## src/rtl/slne_pkg.sv

```systemverilog
// ----------------------------------------------------------------------------
// slne_pkg : shared types, constants and segment tables
// Command codes, microcode word layout, the microprogram, and the segment
// encoding tables for the two lines of the segment LCD.
// ----------------------------------------------------------------------------
package slne_pkg;

    // Command codes carried on the input channel
    localparam logic [1:0] CMD_DIGIT  = 2'd0;
    localparam logic [1:0] CMD_LETTER = 2'd1;
    localparam logic [1:0] CMD_NUMBER = 2'd2;
    localparam logic [1:0] CMD_NONE   = 2'd3;

    // Largest numbers each line can show
    localparam logic [16:0] UPPER_MAX = 17'd9999;
    localparam logic [16:0] LOWER_MAX = 17'd99999;

    // x / 10 == (x * DIV10_MAGIC) >> DIV10_SHIFT for every 17-bit x
    localparam logic [19:0] DIV10_MAGIC = 20'd838861;
    localparam int          DIV10_SHIFT = 23;

    // ASCII codes used for the overflow word
    localparam logic [6:0] CHR_E = 7'h65;
    localparam logic [6:0] CHR_R = 7'h72;
    localparam logic [6:0] CHR_O = 7'h6F;
    localparam logic [16:0] CHR_A_LO = 17'h61;
    localparam logic [16:0] CHR_Z_LO = 17'h7A;

    // Micro-operations
    typedef enum logic [2:0] {
        OP_WAIT,     // take a new input beat, dispatch on command
        OP_DIGIT,    // emit one digit pattern at the requested slot
        OP_LETTER,   // emit one letter pattern at the requested slot
        OP_TEST,     // evaluate a branch condition, no write
        OP_NUMDIG,   // emit lowest decimal digit, divide value by ten
        OP_ERRCHR    // emit a fixed letter of the overflow word
    } op_t;

    // Branch conditions
    typedef enum logic [1:0] {
        COND_NONE,
        COND_OVER,   // number too large for the selected line
        COND_ZERO,   // remaining value is zero
        COND_DONE    // this digit was the last one
    } cond_t;

    typedef struct packed {
        op_t        op;
        cond_t      cond;
        logic [3:0] jump;   // taken when cond holds
        logic [3:0] next;   // fall-through
        logic [2:0] pos;    // fixed lower-line position for OP_ERRCHR
        logic [6:0] chr;    // fixed letter for OP_ERRCHR
        logic       last;   // fixed end-of-item flag for fixed writes
    } ucode_t;

    // Program entry points
    localparam logic [3:0] S_WAIT   = 4'd0;
    localparam logic [3:0] S_DIGIT  = 4'd1;
    localparam logic [3:0] S_LETTER = 4'd2;
    localparam logic [3:0] S_OVER   = 4'd3;
    localparam logic [3:0] S_ZERO   = 4'd4;
    localparam logic [3:0] S_NUMDIG = 4'd5;
    localparam logic [3:0] S_ERR    = 4'd6;
    localparam logic [3:0] S_END    = 4'd10;

    // Microprogram ROM
    function automatic ucode_t ucode_rom(input logic [3:0] step);
        ucode_t w;
        w = '{op: OP_WAIT, cond: COND_NONE, jump: S_WAIT, next: S_WAIT,
              pos: 3'd0, chr: 7'd0, last: 1'b0};
        unique case (step)
            S_WAIT:   w.op = OP_WAIT;
            S_DIGIT:  begin w.op = OP_DIGIT;  w.last = 1'b1; end
            S_LETTER: begin w.op = OP_LETTER; w.last = 1'b1; end
            S_OVER:
            begin
                w.op = OP_TEST; w.cond = COND_OVER; w.jump = S_ERR; w.next = S_ZERO;
            end
            S_ZERO:
            begin
                w.op = OP_TEST; w.cond = COND_ZERO; w.jump = S_WAIT; w.next = S_NUMDIG;
            end
            S_NUMDIG:
            begin
                w.op = OP_NUMDIG; w.cond = COND_DONE; w.jump = S_WAIT; w.next = S_NUMDIG;
            end
            4'd6:  begin w.op = OP_ERRCHR; w.pos = 3'd1; w.chr = CHR_E; w.next = 4'd7;  end
            4'd7:  begin w.op = OP_ERRCHR; w.pos = 3'd2; w.chr = CHR_R; w.next = 4'd8;  end
            4'd8:  begin w.op = OP_ERRCHR; w.pos = 3'd3; w.chr = CHR_R; w.next = 4'd9;  end
            4'd9:  begin w.op = OP_ERRCHR; w.pos = 3'd4; w.chr = CHR_O; w.next = S_END; end
            S_END:
            begin
                w.op = OP_ERRCHR; w.pos = 3'd5; w.chr = CHR_R; w.last = 1'b1;
            end
            default: w.op = OP_WAIT;
        endcase
        return w;
    endfunction

    // Segment tables, padded to a power of two
    localparam logic [7:0] UP_DIGIT [16] = '{
        8'hF5, 8'h60, 8'hB6, 8'hF2, 8'h63, 8'hD3, 8'hD7, 8'h70, 8'hF7, 8'hF3,
        8'hF5, 8'hF5, 8'hF5, 8'hF5, 8'hF5, 8'hF5
    };
    localparam logic [7:0] LO_DIGIT [16] = '{
        8'h5D, 8'h06, 8'h6B, 8'h2F, 8'h36, 8'h3D, 8'h7D, 8'h07, 8'h7F, 8'h3F,
        8'h5D, 8'h5D, 8'h5D, 8'h5D, 8'h5D, 8'h5D
    };
    localparam logic [7:0] UP_LETTER [32] = '{
        8'h77, 8'hC7, 8'h95, 8'hE6, 8'h97, 8'h17, 8'hD5, 8'h67, 8'h14, 8'hE4,
        8'h57, 8'h85, 8'h56, 8'h46, 8'hC6, 8'h37, 8'h73, 8'h06, 8'hD1, 8'h87,
        8'hC4, 8'hA1, 8'hA3, 8'h44, 8'hE3, 8'hB4,
        8'h00, 8'h00, 8'h00, 8'h00, 8'h00, 8'h00
    };
    localparam logic [7:0] LO_LETTER [32] = '{
        8'h77, 8'h7C, 8'h59, 8'h6E, 8'h79, 8'h71, 8'h5D, 8'h76, 8'h41, 8'h4E,
        8'h75, 8'h58, 8'h65, 8'h64, 8'h6C, 8'h73, 8'h37, 8'h60, 8'h1D, 8'h78,
        8'h4C, 8'h1A, 8'h3A, 8'h44, 8'h3E, 8'h4B,
        8'h00, 8'h00, 8'h00, 8'h00, 8'h00, 8'h00
    };

    // Digit pattern; anything above nine shows zero
    function automatic logic [7:0] seg_digit(input logic upper, input logic [16:0] d);
        logic [3:0] k;
        k = (d > 17'd9) ? 4'd0 : d[3:0];
        return upper ? UP_DIGIT[k] : LO_DIGIT[k];
    endfunction

    // Letter pattern; anything outside a..z is blank
    function automatic logic [7:0] seg_letter(input logic upper, input logic [16:0] c);
        logic [16:0] off;
        logic [7:0]  p;
        off = c - CHR_A_LO;
        p   = upper ? UP_LETTER[off[4:0]] : LO_LETTER[off[4:0]];
        if (c < CHR_A_LO || c > CHR_Z_LO)
            p = 8'h00;
        return p;
    endfunction

    // Position to segment memory offset; bad positions go to offset 1
    function automatic logic [3:0] slot_of(input logic upper, input logic [2:0] pos);
        logic [3:0] s;
        s = 4'd1;
        if (upper)
        begin
            if (pos >= 3'd1 && pos <= 3'd3)
                s = {1'b0, pos};
            else if (pos == 3'd4)
                s = 4'd5;
        end
        else if (pos >= 3'd1 && pos <= 3'd5)
        begin
            s = 4'd12 - {1'b0, pos};
        end
        return s;
    endfunction

endpackage

```

## src/rtl/segment_lcd_number_encoder_top.sv

```systemverilog
// ----------------------------------------------------------------------------
// segment_lcd_number_encoder_top : segment LCD write encoder
// Turns digit, letter and decimal-number requests into byte writes for the
// segment memory of a two-line segment LCD, under a small microprogram.
// ----------------------------------------------------------------------------
// Usage:
//   Input channel (in_valid/in_ready) carries command, top_row, position
//   and value. Output channel (out_valid/out_ready) carries one segment
//   memory write per beat: mem_index (offset from base 0x0a00 + 0x20),
//   segments, and last on the final write of an item. Digit and letter
//   requests give one write; a number gives one write per decimal digit,
//   rightmost first, none for zero; an oversize number gives the five
//   letters of "error" on the lower line; command 3 gives nothing.
//   The microprogram steps one ROM word a cycle, except while the wait
//   step has no input beat or a write step waits on the output register.
//   First write appears the cycle after its step runs. The output register
//   holds a finished write while the sequencer takes the next input beat;
//   a write step waits while that register is full and out_ready is low.
//   in_ready is high only in the wait step.
//   Reset clears the step counter and the output valid flag; no clearing
//   pass is needed.
// ----------------------------------------------------------------------------
module segment_lcd_number_encoder_top (
    input  logic        clk,
    input  logic        rst_n,
    input  logic        in_valid,
    output logic        in_ready,
    input  logic [1:0]  command,
    input  logic        top_row,
    input  logic [2:0]  position,
    input  logic [16:0] value,
    output logic        out_valid,
    input  logic        out_ready,
    output logic [3:0]  mem_index,
    output logic [7:0]  segments,
    output logic        last
);

    logic [3:0]  step_reg, step_next;
    logic        upper_reg, upper_next;
    logic [2:0]  pos_reg, pos_next;
    logic [16:0] val_reg, val_next;
    logic        out_valid_reg, out_valid_next;
    logic [3:0]  idx_reg, idx_next;
    logic [7:0]  seg_reg, seg_next;
    logic        last_reg, last_next;

    slne_pkg::ucode_t ctl;
    logic        emit_ok;
    logic        advance;
    logic        cond_hit;
    logic        over;
    logic        done;
    logic [36:0] prod;
    logic [16:0] quot;
    logic [16:0] rem;

    // Current control word
    assign ctl = slne_pkg::ucode_rom(step_reg);

    // Output register is free when empty or being drained
    assign emit_ok = !out_valid_reg || out_ready;

    // Divide by ten through reciprocal multiply
    assign prod = 37'(val_reg) * 37'(slne_pkg::DIV10_MAGIC);
    assign quot = prod[slne_pkg::DIV10_SHIFT +: 14] == 14'd0 ? 17'd0
                : 17'(prod[slne_pkg::DIV10_SHIFT +: 14]);
    assign rem  = val_reg - ((quot << 3) + (quot << 1));

    // Branch conditions
    assign over = upper_reg ? (val_reg > slne_pkg::UPPER_MAX)
                            : (val_reg > slne_pkg::LOWER_MAX);
    assign done = (quot == 17'd0) || (pos_reg == 3'd1);

    always_comb
    begin
        case (ctl.cond)
            slne_pkg::COND_OVER: cond_hit = over;
            slne_pkg::COND_ZERO: cond_hit = (val_reg == 17'd0);
            slne_pkg::COND_DONE: cond_hit = done;
            default:             cond_hit = 1'b0;
        endcase
    end

    assign in_ready = (ctl.op == slne_pkg::OP_WAIT);

    // Sequencer and datapath next values
    always_comb
    begin
        step_next      = step_reg;
        upper_next     = upper_reg;
        pos_next       = pos_reg;
        val_next       = val_reg;
        out_valid_next = out_valid_reg && !out_ready;
        idx_next       = idx_reg;
        seg_next       = seg_reg;
        last_next      = last_reg;
        advance        = 1'b0;

        unique case (ctl.op)
            slne_pkg::OP_WAIT:
            begin
                if (in_valid)
                begin
                    upper_next = top_row;
                    pos_next   = position;
                    val_next   = value;
                    case (command)
                        slne_pkg::CMD_DIGIT:  step_next = slne_pkg::S_DIGIT;
                        slne_pkg::CMD_LETTER: step_next = slne_pkg::S_LETTER;
                        slne_pkg::CMD_NUMBER: step_next = slne_pkg::S_OVER;
                        default:              step_next = slne_pkg::S_WAIT;
                    endcase
                end
            end
            slne_pkg::OP_DIGIT:
            begin
                advance = emit_ok;
                idx_next = slne_pkg::slot_of(upper_reg, pos_reg);
                seg_next = slne_pkg::seg_digit(upper_reg, val_reg);
                last_next = ctl.last;
            end
            slne_pkg::OP_LETTER:
            begin
                advance = emit_ok;
                idx_next = slne_pkg::slot_of(upper_reg, pos_reg);
                seg_next = slne_pkg::seg_letter(upper_reg, val_reg);
                last_next = ctl.last;
            end
            slne_pkg::OP_TEST:
            begin
                advance  = 1'b1;
                pos_next = upper_reg ? 3'd4 : 3'd5;
            end
            slne_pkg::OP_NUMDIG:
            begin
                advance = emit_ok;
                idx_next = slne_pkg::slot_of(upper_reg, pos_reg);
                seg_next = slne_pkg::seg_digit(upper_reg, rem);
                last_next = done;
                if (emit_ok)
                begin
                    val_next = quot;
                    pos_next = pos_reg - 3'd1;
                end
            end
            slne_pkg::OP_ERRCHR:
            begin
                advance = emit_ok;
                idx_next = slne_pkg::slot_of(1'b0, ctl.pos);
                seg_next = slne_pkg::seg_letter(1'b0, 17'(ctl.chr));
                last_next = ctl.last;
            end
            default:
            begin
                advance = 1'b0;
            end
        endcase

        // Write steps hold the output register only when they fire
        if (ctl.op != slne_pkg::OP_WAIT && ctl.op != slne_pkg::OP_TEST)
        begin
            if (emit_ok)
                out_valid_next = 1'b1;
            else
            begin
                idx_next  = idx_reg;
                seg_next  = seg_reg;
                last_next = last_reg;
            end
        end

        if (advance)
            step_next = cond_hit ? ctl.jump : ctl.next;
    end

    // Control registers
    always_ff @(posedge clk or negedge rst_n)
    begin
        if (!rst_n)
        begin
            step_reg      <= slne_pkg::S_WAIT;
            out_valid_reg <= 1'b0;
        end
        else
        begin
            step_reg      <= step_next;
            out_valid_reg <= out_valid_next;
        end
    end

    // Payload registers
    always_ff @(posedge clk)
    begin
        upper_reg <= upper_next;
        pos_reg   <= pos_next;
        val_reg   <= val_next;
        idx_reg   <= idx_next;
        seg_reg   <= seg_next;
        last_reg  <= last_next;
    end

    assign out_valid = out_valid_reg;
    assign mem_index = idx_reg;
    assign segments  = seg_reg;
    assign last      = last_reg;

    // Checks
    a_step_range: assert property (@(posedge clk) disable iff (!rst_n)
        step_reg <= slne_pkg::S_END)
        else $error("step counter left the program");

    a_none_cmd: assert property (@(posedge clk) disable iff (!rst_n)
        in_valid && in_ready && command == slne_pkg::CMD_NONE |=> step_reg == slne_pkg::S_WAIT)
        else $error("unused command did not return to wait");

    a_last_ends: assert property (@(posedge clk) disable iff (!rst_n)
        ctl.op != slne_pkg::OP_WAIT && ctl.op != slne_pkg::OP_TEST && emit_ok && last_next
        |=> step_reg == slne_pkg::S_WAIT)
        else $error("sequencer kept running after the final write");

    a_numdig_range: assert property (@(posedge clk) disable iff (!rst_n)
        step_reg == slne_pkg::S_NUMDIG |-> val_reg <= slne_pkg::LOWER_MAX
        && pos_reg >= 3'd1 && pos_reg <= 3'd5)
        else $error("digit step with value or position out of range");

endmodule

```

## config.mk

```make
export PLATFORM = sky130hd
export DESIGN_NAME = segment_lcd_number_encoder_top
export DESIGN_NICKNAME = d
export VERILOG_FILES = /design/src/rtl/slne_pkg.sv /design/src/rtl/segment_lcd_number_encoder_top.sv
export SDC_FILE = /design/constraint.sdc
export NUM_CORES = 1
export LEC_CHECK = 0
export ABC_AREA = 1
export BUFFER_PORTS_ARGS = -buffer_cell sky130_fd_sc_hd__buf_4
export CAP_MARGIN = 20
export CELL_PAD_IN_SITES_DETAIL_PLACEMENT = 0
export CELL_PAD_IN_SITES_GLOBAL_PLACEMENT = 1
export CORE_MARGIN = 2
export CORE_UTILIZATION = 52
export DETAILED_ROUTE_END_ITERATION = 8
export GPL_TIMING_DRIVEN = 0
export HOLD_SLACK_MARGIN = 0.12
export PLACE_DENSITY = 0.86
export SYNTH_ARGS = -nofsm -noshare
export SYNTH_HDL_FRONTEND = slang
export SYNTH_SLANG_ARGS = --single-unit
```

## constraint.sdc

```tcl
create_clock -name clk -period 20.2 [get_ports clk]
set_input_delay 4.04 -clock clk [delete_from_list [all_inputs] [get_ports clk]]
set_output_delay 4.04 -clock clk [all_outputs]
set_load 0.005 [all_outputs]
```

== After elaboration in Yosys (flattened, before gate mapping) ==
Memory sizes are Yosys's and may differ from the RTL's.
Cells that the tools add are included.

* Register bits: 39
* Bits in read-only memories: 1280
* Output and inout bits: 15
* Memories: 7

{| class="wikitable"
|+ Memories
! name !! words !! width !! rd ports !! clocked after Yosys merged registers in !! wr ports !! RTL line !! text
|-
| (no name shown) || 32 || 8 || 1 || 0 || 0 || slne_pkg.sv:135 || <nowiki>p = upper ? UP_LETTER[off[4:0]] : LO_LETTER[off[4:0]];</nowiki>
|-
| (no name shown) || 32 || 8 || 1 || 0 || 0 || slne_pkg.sv:135 ||
|-
| (no name shown) || 32 || 8 || 1 || 0 || 0 || slne_pkg.sv:135 ||
|-
| (no name shown) || 16 || 8 || 1 || 0 || 0 || slne_pkg.sv:127 || <nowiki>return upper ? UP_DIGIT[k] : LO_DIGIT[k];</nowiki>
|-
| (no name shown) || 16 || 8 || 1 || 0 || 0 || slne_pkg.sv:127 ||
|-
| (no name shown) || 16 || 8 || 1 || 0 || 0 || slne_pkg.sv:127 ||
|-
| 1 more memories || -- || -- || -- || -- || -- || -- ||
|}

* Add/subtract/negate cells: 7
* $mul: 1
* $lt $le $gt $ge: 17
* Equal/unequal tests: 26
* Muxes and demuxes: 58
* Bitwise gates (word level): 4
* Reductions and logical operators: 32

{| class="wikitable"
|+ Operators by type and width
! kind !! count
|-
| 8-bit two-way mux || 21
|-
| 10-bit case mux with 5 select lines || 1
|-
| 4-bit two-way mux || 11
|-
| 17-bit by 20-bit multiplier with 37-bit output (second input constant) || 1
|-
| 17-bit by 4-bit > comparator with 1-bit output (second input constant) || 2
|-
| 17-bit zero test || 2
|-
| 17-bit two-way mux || 2
|-
| 17-bit case mux with 2 select lines || 1
|-
| 8-bit case mux with 4 select lines || 1
|-
| 4-bit case mux with 6 select lines || 1
|-
| 6-bit case mux with 3 select lines || 1
|-
| 17-bit by 15-bit adder with 17-bit output || 1
|-
| 17-bit by 14-bit > comparator with 1-bit output (second input constant) || 1
|-
| 17-bit > comparator (second input constant) || 1
|-
| 17-bit by 7-bit > comparator with 1-bit output (second input constant) || 1
|-
| 17-bit by 7-bit less-than comparator with 1-bit output (second input constant) || 1
|-
| 17-bit subtractor || 1
|-
| 4-bit by 3-bit equality test with 1-bit output (second input constant) || 4
|-
| 3-bit case mux with 5 select lines || 1
|-
| 14-bit zero test || 1
|-
| 14-bit two-way mux || 1
|-
| 4-bit equality test (second input constant) || 3
|-
| 6-bit greater-or-equal comparator (second input constant) || 2
|-
| 3-bit two-way mux || 4
|-
| 39 further kinds || 79
|}

== Depth between registers and ports, before layout ==
* Word-level depth: 15
* Depth in mapped cells: 46

== Least setup slack after synthesis ==
No wires, ideal clock.

* Path kind: reg2reg
* Start point: reg val_reg[2]
* End point: reg seg_reg[5], in the netlist segments[5], data pin
* Setup time: 263 ps
* Arrival: 8071 ps
* Slack: 11866 ps
* Cell stages (with the launch flop): 41
* Path buffers: 0
* Cells stage by stage: edfxtp_1 > inv_1 > ha_1 > inv_1 > fa_1 > fa_1 > inv_1 > fa_1 > inv_1 > fa_1 > fa_1 > inv_1 > ha_1 > nand2_2 > nor2_1 > inv_1 > nor3_1 > a221oi_1 > [... 5 more ...] > o21a_1 > nand2_1 > nand2_1 > nand2_1 > a21oi_1 > or2_2 > nand4_1 > nand3b_1 > nor4b_1 > nand4_1 > nor3_1 > nand2_1 > ha_1 > nand3_2 > nor2_1 > nor2_1 > a21oi_1 > nand2_1

* Word-level cells in the longest chain between the ends: 15

{| class="wikitable"
|+ Ends and longest elaborated chain
! element !! RTL line !! text
|-
| from (decl) || segment_lcd_number_encoder_top.sv:42 || <nowiki>logic [16:0] val_reg, val_next;</nowiki>
|-
| from (signal assigned) || segment_lcd_number_encoder_top.sv:197 || <nowiki>val_reg <= val_next;</nowiki>
|-
| 17-bit by 20-bit multiplier with 37-bit output || segment_lcd_number_encoder_top.sv:65 || <nowiki>assign prod = 37'(val_reg) * 37'(slne_pkg::DIV10_MAGIC);</nowiki>
|-
| 14-bit zero test || segment_lcd_number_encoder_top.sv:66 || <nowiki>assign quot = prod[slne_pkg::DIV10_SHIFT +: 14] == 14'd0 ? 17'd0</nowiki>
|-
| 14-bit two-way mux || segment_lcd_number_encoder_top.sv:66 ||
|-
| 17-bit by 15-bit adder with 17-bit output || segment_lcd_number_encoder_top.sv:68 || <nowiki>assign rem = val_reg - ((quot << 3) + (quot << 1));</nowiki>
|-
| 17-bit subtractor || segment_lcd_number_encoder_top.sv:68 ||
|-
| 17-bit by 4-bit > comparator with 1-bit output || slne_pkg.sv:126 || <nowiki>k = (d > 17'd9) ? 4'd0 : d[3:0];</nowiki>
|-
| 4-bit two-way mux || slne_pkg.sv:126 ||
|-
| 4-bit NOT with 5-bit output (not written as such) || slne_pkg.sv:127 ||
|-
| memory read 16 x 8 bit || -- ||
|-
| 8-bit two-way mux (not written as such) (2 in series) || slne_pkg.sv:127 ||
|-
| 8-bit two-way mux || slne_pkg.sv:127 ||
|-
| 8-bit case mux with 4 select lines (*) || segment_lcd_number_encoder_top.sv:100 || <nowiki>unique case (ctl.op)</nowiki>
|-
| 8-bit two-way mux || segment_lcd_number_encoder_top.sv:163 || <nowiki>if (emit_ok)</nowiki>
|-
| 8-bit two-way mux (*) || segment_lcd_number_encoder_top.sv:161 || <nowiki>if (ctl.op != slne_pkg::OP_WAIT && ctl.op != slne_pkg::OP_TEST)</nowiki>
|-
| net seg_next[5] || segment_lcd_number_encoder_top.sv:45 || <nowiki>logic [7:0] seg_reg, seg_next;</nowiki>
|-
| to (signal assigned) || segment_lcd_number_encoder_top.sv:199 || <nowiki>seg_reg <= seg_next;</nowiki>
|-
| to (decl) || segment_lcd_number_encoder_top.sv:45 ||
|}

The timed path passes the listed nets; every way through them passes the cells marked *. The select of a mux whose other input is x is not followed.
A chain may end at the register's enable or synchronous reset.

== Worst setup path after layout ==
* Start point: reg val_reg[3]
* End point: reg seg_reg[1], in the netlist segments[1], data pin

The elaborated chain is that of the path after synthesis.

==> results by group <==
CTS
  • # hold bufs at CTS: 0
  • Latest clock arrival within the worst-skew pair: 0.29 ns
  • Cts repair resizes: 0
  • Clock tree sinks: 39
  • CTS tree: built
  • Cts bufs inserted: 5
  • Clock Pin Slew Worst Setup and Hold Paths: 0.06 ns
  • CTS max path bufs: 2
  • H-Tree Level Count: 2
  • CTS Root Cell: clkbuf_16
  • Post-CTS Setup Repair Bufs: 0

Place
  • RD Place Congestion: 0.935
  • Post-DP Area: 11000 um^2
  • DP Wirelength: ~25000 um
  • PortBufs: 41

Yosys
  • Synth area leader: ha_1
  • Post-synthesis net count: ~1700
  • Syn Inst Count: 1377
  • Area share of the largest cell type after synthesis: 23.5%
  • Synth Flop Type: edfxtp_1
  • Top cells by count, synth: inv_1, nand2_1, ha_1, nor2_1, fa_1
  • Yosys reg bits: 39
  • Post-Syn Area: 10400 um^2
  • Count leader, synth: inv_1
  • Synth warnings: 0
  • Avg Cell Area, Syn: 7.53 um^2
  • Unique cell type count in the Yosys netlist: 59
  • Register area share after synthesis: between 10% and 20%
  • Async SR Flop Fraction: 12.8%
  • Top post-synthesis cells by area: ha_1, fa_1, inv_1, edfxtp_1, nand2_1
  • EDFF count, synth: 34

Finish
  • FILL cells: ~1900
  • Area Overhead vs Synth: 7.79%
  • Fin nets: 1741
  • Layout cells sized above 1: 7.22%
  • Max reg flops: 17
  • Design Area, Final: roughly 11000 um^2
  • Antenna diodes: 0

STA
  • Fin Setup TNS: 0 ns
  • Final hold violation count: 0
  • Min Hold Slack: approximately 0.57 ns
  • Tmin final: 10.22 ns
  • Tcrit/Tclk final: 50.6%
  • Slew @ Worst Pin: 0.957 ns
  • Final Slew Violations: 0
  • Fmax: 97.9 MHz
  • Slew margin rel.: 36.2%
  • Number of endpoints failing setup at the final stage: 0
  • Worst Skew: 0.00526 ns
  • RSZ-0062 raised after global routing: false

Global route
  • Global route overflow: 0
  • GRT Util Overall: 26.7%
  • Largest net degree at the start of global routing: 19
  • Antenna violations before repair: 0
  • Via count of the first global-routing pass: 8856
  • Global-route wire length before repair: 45200 um

Die
  • I/O pin total: 42
  • Std-Cell Rows: just over 50
  • Height of the die: 145 um
  • Die area: 21100 um^2
  • Core Region: about 20000 um^2
  • Initial Utilization: 53.1%
  • DIE WIDTH: 145 um

Worst setup path
  • Cell repeated most along the worst path: fa_1
  • Crit Path Max Fanout: 10
  • Largest stage delay, worst path: 0.70 ns
  • Crit. End Element: flip-flop
  • WP data required: 20.23 ns
  • Crit path DAT: 10.25 ns
  • Startpoint types: flip-flop
  • Critical path class: flip-flop to flip-flop
  • R2R Setup Slk: 9.98 ns
  • Critical path's slowest cell: edfxtp_1

Detailed routing
  • DR vias: 9225
  • Post-DRT Antenna Nets: 0
  • Iteration-0 DRC Markers: 582
  • # DRC: 0
  • Final wirelength: 27800 um
  • DR pass1 iterations: 5
  • DR vias/cell: 5.46
  • WL/cell: 16.4 um

Flow run
  • Max Cap Viol: 0

Run status
  • Status: finished clean

Hold path
  • HP Class: flip-flop to flip-flop
-- area by class of cell --
cell class              count  area [um^2]  area share, %
plain buffers              10         41.3          0.370
clock buffers               5          125           1.12
clock inverters             3         38.8          0.347
inverters                 298         1120           10.0
multi-input cells        1030         8060           72.2
flip-flops and latches     39         1150           10.3
well taps                 265          332           2.97
repair buffers             41          308           2.76
-- per-layer routing --
| metal | global-route usage, % | routed length [um] | vias to the layer above |
|---|---|---|---|
| met5 | 0 | 0 | - |
| li1 | - | - | 4569 |
| met1 | 39.0 | 13300 | 4379 |
| met4 | 4.71 | 403 | 0 |
| met3 | 3.27 | 1530 | 26 |
| met2 | 43.3 | 12600 | 251 |
-- logic make-up (layout without fill, tap and decap cells) --
logic type,Yosys count,after routing,share of synthesized area [%]
adders and majority gates,289,289,41.7
and+or+nand+nor,510,510,22.4
DFF,39,39,11.1
xor gates and xnor gates,23,23,1.94
buffers and inverters,308,357,11.2
AOI/OAI and AO/OA,208,208,11.7
-- placed cells by master, fill, tap and decap left out, types with 4 or more instances in the layout --
| cell | n |
|---|---|
| nor2_1 | 118 |
| xnor2_1 | 9 |
| nand3b_1 | 5 |
| nand3_1 | 58 |
| inv_1 | 290 |
| nor3_1 | 21 |
| nand4_1 | 23 |
| clkbuf_1 | 9 |
| a21o_1 | 5 |
| a32oi_1 | 4 |
| a31oi_1 | 7 |
| fa_1 | 94 |
| clkbuf_16 | 5 |
| or2_2 | 5 |
| nor4_1 | 6 |
| nand2_2 | 14 |
| o211ai_1 | 7 |
| edfxtp_1 | 34 |
| xor2_1 | 14 |
| a21oi_1 | 76 |
| o21bai_1 | 7 |
| buf_4 | 42 |
| dfrtp_1 | 5 |
| nand2_1 | 229 |
| ha_1 | 195 |
| o21ai_0 | 69 |
| inv_2 | 7 |
| nor2_2 | 6 |
| nand3_2 | 7 |
-- worst max-delay path, delay by kind of cell (launching register included) --
family          cells  cell delay, ns
fa+ha+maj          10            4.55
compound gates      9            2.30
simple gates       12            1.58
flops               1            0.70
buf+inv             4            0.57
xor+xnor            1            0.27
-- per-stage QoR --
stage               instances  utilization (%)  setup WS [ns]
finish                   1691             57.2           9.98
global route             1691             57.2           9.19
CTS                      1691             57.2          10.02
global placement         1683             56.4          10.12
detailed placement       1683             56.4          10.04
floorplan                1377                -          11.87
-- worst paths after layout --
kind / end / cells after the start / startpoint
setup / recovery: segments[1] / 36 / val_reg[3]
hold / removal: out_valid / 2 / out_valid
setup reg to reg: segments[1] / 36 / val_reg[3]
hold reg to reg: out_valid / 2 / out_valid
max in group asynchronous: out_valid / 1 / rst_n
min in group asynchronous: step_reg[0] / 1 / rst_n
Power is left out: the tool's default activity adds up to more than one toggle a clock period on the data nets, which glitch-free logic cannot reach.
